### src/design/assert_macros.svh
`ifndef ASSERT_MACROS_SVH
`define ASSERT_MACROS_SVH

// Clocked check, switched off while reset is asserted
`define BPE_ASSERT(name, prop, msg) \
  name: assert property (@(posedge clk) disable iff (rst) prop) else $error(msg);

// Clocked check that also holds across reset
`define BPE_ASSERT_RST(name, prop, msg) \
  name: assert property (@(posedge clk) prop) else $error(msg);

`endif

### src/design/bpe_pkg.sv
package bpe_pkg;

  // Number of control points used, 2 to 4 (cubic when 4)
  localparam int POINT_COUNT = 4;
  localparam int LEVELS      = POINT_COUNT - 1;

  localparam int COORD_W   = 10;
  localparam int FRAC_W    = 16;
  localparam int VAL_W     = COORD_W + FRAC_W;
  localparam int PARAM_W   = 17;
  localparam int OUT_FRAC  = 8;
  localparam int OUT_W     = VAL_W - (FRAC_W - OUT_FRAC);
  localparam int PROD_W    = VAL_W + PARAM_W;

  localparam logic [PARAM_W-1:0] T_ONE   = PARAM_W'(65536);
  localparam logic [OUT_W-1:0]   OUT_MAX = OUT_W'(261888);

  // Configuration space
  localparam int NUM_REGS   = 8;
  localparam int REG_IDX_W  = 3;
  localparam int ADDR_W     = REG_IDX_W + 2;
  localparam int DATA_W     = 32;
  // Register layout: x of point i at REG_X_BASE + REG_STRIDE*i, y one above it
  localparam int REG_X_BASE   = 0;
  localparam int REG_Y_OFFSET = 1;
  localparam int REG_STRIDE   = 2;

  typedef logic [COORD_W-1:0] coord_t;
  typedef logic [VAL_W-1:0]   val_t;
  typedef logic [PARAM_W-1:0] param_t;

  typedef struct packed {
    val_t x;
    val_t y;
  } point_t;

  localparam coord_t REG_RESET [NUM_REGS] = '{
    COORD_W'(100), COORD_W'(300), COORD_W'(300), COORD_W'(100),
    COORD_W'(500), COORD_W'(500), COORD_W'(700), COORD_W'(300)
  };

endpackage

### src/design/bpe_lerp_cell.sv
module bpe_lerp_cell (
  input  logic             clk,
  input  logic             en,
  input  bpe_pkg::param_t  t,
  input  bpe_pkg::point_t  a,
  input  bpe_pkg::point_t  b,
  output bpe_pkg::point_t  q
);
  import bpe_pkg::*;

  param_t omt;
  point_t q_next;

  // (a*(1-t) + b*t) >> 16, truncated; never exceeds max(a, b)
  function automatic val_t lerp(val_t va, val_t vb, param_t tt, param_t om);
    logic [PROD_W-1:0] pa;
    logic [PROD_W-1:0] pb;
    logic [PROD_W-1:0] sum;
    pa  = PROD_W'(va) * PROD_W'(om);
    pb  = PROD_W'(vb) * PROD_W'(tt);
    sum = pa + pb;
    return sum[FRAC_W +: VAL_W];
  endfunction

  assign omt      = T_ONE - t;
  assign q_next.x = lerp(a.x, b.x, t, omt);
  assign q_next.y = lerp(a.y, b.y, t, omt);

  always_ff @(posedge clk) begin
    if (en) begin
      q <= q_next;
    end
  end
endmodule

### config.mk
export PLATFORM = sky130hd
export DESIGN_NAME = bpe_lerp_cell
export DESIGN_NICKNAME = d
export VERILOG_FILES = /design/src/design/assert_macros.svh /design/src/design/bpe_pkg.sv /design/src/design/bpe_lerp_cell.sv
export SDC_FILE = /design/constraint.sdc
export NUM_CORES = 2
export LEC_CHECK = 0
export BUFFER_PORTS_ARGS = -buffer_cell sky130_fd_sc_hd__buf_2
export CAP_MARGIN = 20
export CORE_MARGIN = 10
export CORE_UTILIZATION = 29
export CTS_CLUSTER_SIZE = 30
export DETAILED_ROUTE_END_ITERATION = 16
export PLACE_DENSITY = 0.46
export SLEW_MARGIN = 20
export SYNTH_ARGS = -nofsm -noshare
export SYNTH_HDL_FRONTEND = slang
export SYNTH_SLANG_ARGS = --single-unit
### constraint.sdc
create_clock -name clk -period 27 [get_ports clk]
set_input_delay 5.4 -clock clk [delete_from_list [all_inputs] [get_ports clk]]
set_output_delay 5.4 -clock clk [all_outputs]
set_load 0.01 [all_outputs]
==> impl_metrics.py <==
metrics = {
    "timing": {
        "max_clock_freq_ghz": 0.0649,
        "finalHoldViolCount": 0,
        "max_slew.worst_pin.slew_ns": 1.10,
        "final_max_slew_viol_count": 0,
        "timing.slew.headroom_pct": 26.9,
        "setup-violations-final": 0,
        "timing.final.crit_period_ns": 15.41,
        "fin_crit_sh_pct": 57.1,
        "rsz0062_at_grt": "no",
        "final.setup.tns_ns": 0,
    },
    "logic_synthesis": {
        "synth_cell_type_count": 57,
        "netlist_top_cells_area": "fa_1, inv_1, and2_1",
        "synth_ff_type": "edfxtp_1",
        "synthesis.area_um2": 57100,
        "ys_seq_elements": 52,
        "synth_sequential_area_ratio_pct": 2.73,
        "syn-num-nets": 8249,
        "synth_top_cell_by_area": "fa_1",
        "synthesized_netlist_cell_count": 6139,
        "share_of_flip_flops_with_an_asynchronous_set_or_reset_after_synthesis_pct": 0,
        "synth-edff-count": 52,
        "yosysWarningCount": 0,
        "synth.most_common_cell": "inv_1",
        "synthTopCellsByCount": "inv_1, fa_1, and2_1, nand2_1, ha_1",
        "syn-mean-instance-area_um2": 9.30,
        "netlist.area_leader.share_pct": 55.4,
    },
    "clock_tree": {
        "cts_repair_resize_count": 0,
        "cts-root-buf": "clkbuf_16",
        "clock_sink_count": 52,
        "cts_inserted_buffers": 5,
        "post-cts-setup-buffer-count": 0,
        "cts_tree": "built",
        "cts_hold_repair.buffers": 0,
        "cts-htree-levels": 2,
        "cts-root-to-sink-buffers": 2,
        "worst_setup_hold_path_clk_slew_ns": 0.09,
    },
    "worst_setup_path": {
        "worst_setup_path_end_kind": "flip-flop",
        "cp-start-kind": "input pin",
        "setup.worst_path.class": "input pin to flip-flop",
        "worst_path_largest_cell_delay_ns": 0.63,
        "crit_arrival_ns": 15.51,
        "endpoint_required_time_on_the_critical_path_ns": 27.10,
        "timing.critical_path.mode_cell": "fa_1",
        "max_fanout_on_critical_path": 55,
        "cpMaxStageDelayCell": "or4_1",
    },
    "placement": {
        "dp_hpwl_um": 146000,
        "placed_cell_area_um2": 60700,
        "gp_congestion": 0.855,
        "port-buffer-count": 174,
    },
    "global_route": {
        "grt_pass1_vias": 44400,
        "grtUsageTotal_pct": 16.9,
        "grt_start_max_net_pins": 64,
        "grt_pass1_wl_um": 281000,
        "grt_antenna_before_repair": 58,
        "grt.overflow.total": 0,
    },
    "cells_and_area": {
        "largest_register_ff_count": 52,
        "final_core_util_pct": 31.1,
        "final_design_area_no_fill_um2": 60900,
        "largest_registers": "q (52)",
        "layout-drive-gt1-share_pct": 4.19,
        "synthToLayoutAreaGrowth_pct": 6.56,
        "nNetsFinal": 8172,
        "registers.top_by_ff_count": "q",
    },
    "die": {
        "placement_rows": 162,
        "core-area_um2": 195000,
        "effective_utilization_at_floorplan_pct": 29.2,
        "chipHeight_um": 464,
        "chipWidth_um": 464,
        "ioPinCount": 175,
        "design.die.area_um2": 215000,
    },
    "run": {
        "cap_violations": 0,
    },
    "detailed_routing": {
        "drc_errors": 0,
        "route.final.wire_length_um": 177000,
        "avgViaCountPerCell": 4.49,
        "route.vias.total": 39000,
        "drt_first_iter_violations": 1955,
        "drt_pass1_iterations": 6,
        "post_drt_wl_per_cell_um": 20.3,
        "detail-route-antenna-nets": 0,
    },
    "status": {
        "status": "finished clean",
    },
    "hold_path": {
        "worstHoldPathType": "input pin to flip-flop",
    },
}
[layer usage]
metal / track usage (%) / part of all wire (%) / up-vias
met2: 28.0 / 47 / 739
met5: 0 / 0.093 / -
met4: 2.55 / 1.5 / 26
met1: 24.4 / 47 / 21100
met3: 1.56 / 3.9 / 152
li1: - / - / 17000
[critical path: cells and delay by family]
kind / cells / cell delay [ns]
XOR/XNOR: 2 / 0.28
AND/OR/NAND/NOR: 4 / 1.73
adder cells (fa/ha/maj): 9 / 4.18
AO/OA/AOI/OAI: 9 / 2.53
buffers and inverters: 9 / 1.29
[final cells by class]
class                      instances  area (um2)
clock inverter                     3        27.5
clock buffer                       5         125
multi-input combinational       4089       48200
fill                           20600      135000
tap                             2624        3280
timing repair buffer             216        1240
antenna                           10        25.0
sequential                        52        1560
inverter                        1698        6370
[worst paths after layout]
path | depth (start not counted) | start | slack, ns | end
max | 33 | t[7] | 11.59 | q[46]
min | 1 | en | 5.47 | q[26]
[metrics by stage]
stage | std cells | hold slack (ns) | setup slack (ns)
floorplan | 6139 | 5.51 | 13.12
global placement | 8676 | 5.82 | 11.18
detailed placement | 8679 | 5.82 | 11.18
CTS | 8687 | 5.43 | 11.58
global route | 8692 | 5.46 | 10.92
finish | 8697 | 5.47 | 11.59
[kinds of logic (layout without fill, tap and decap cells)]
kind of cell	Yosys count	count (layout)	share of synthesized area [%]
buffers and inverters	1998	1922	13.1
adder cells (fa/ha/maj)	1987	1987	64.3
AND/OR/NAND/NOR	1882	1882	16.9
AO/OA/AOI/OAI	133	133	1.55
XOR/XNOR	87	87	1.35
flip-flops	52	52	2.73
other	0	10	0
[cell usage in the layout, fill, tap and decap left out, drive strengths merged, types with 3 or more instances in the layout]
cell	Yosys	layout
a31oi	3	3
xnor2	61	61
nor2	33	33
nand3	13	13
buf	18	216
clkbuf	282	5
ha	407	407
nor4	5	5
or3	4	4
nand4	13	13
a21oi	42	42
nor3	11	11
nor2b	5	5
o21ai	26	26
edfxtp	52	52
nand3b	4	4
inv	1698	1699
and2	976	976
a21o	14	14
o21a	8	8
o22ai	3	3
o21bai	7	7
diode	0	10
fa	1580	1580
nand2	810	810
a211oi	9	9
xor2	26	26
Power is left out: the tool's default activity adds up to more than one toggle a clock period on the data nets, which glitch-free logic cannot reach.
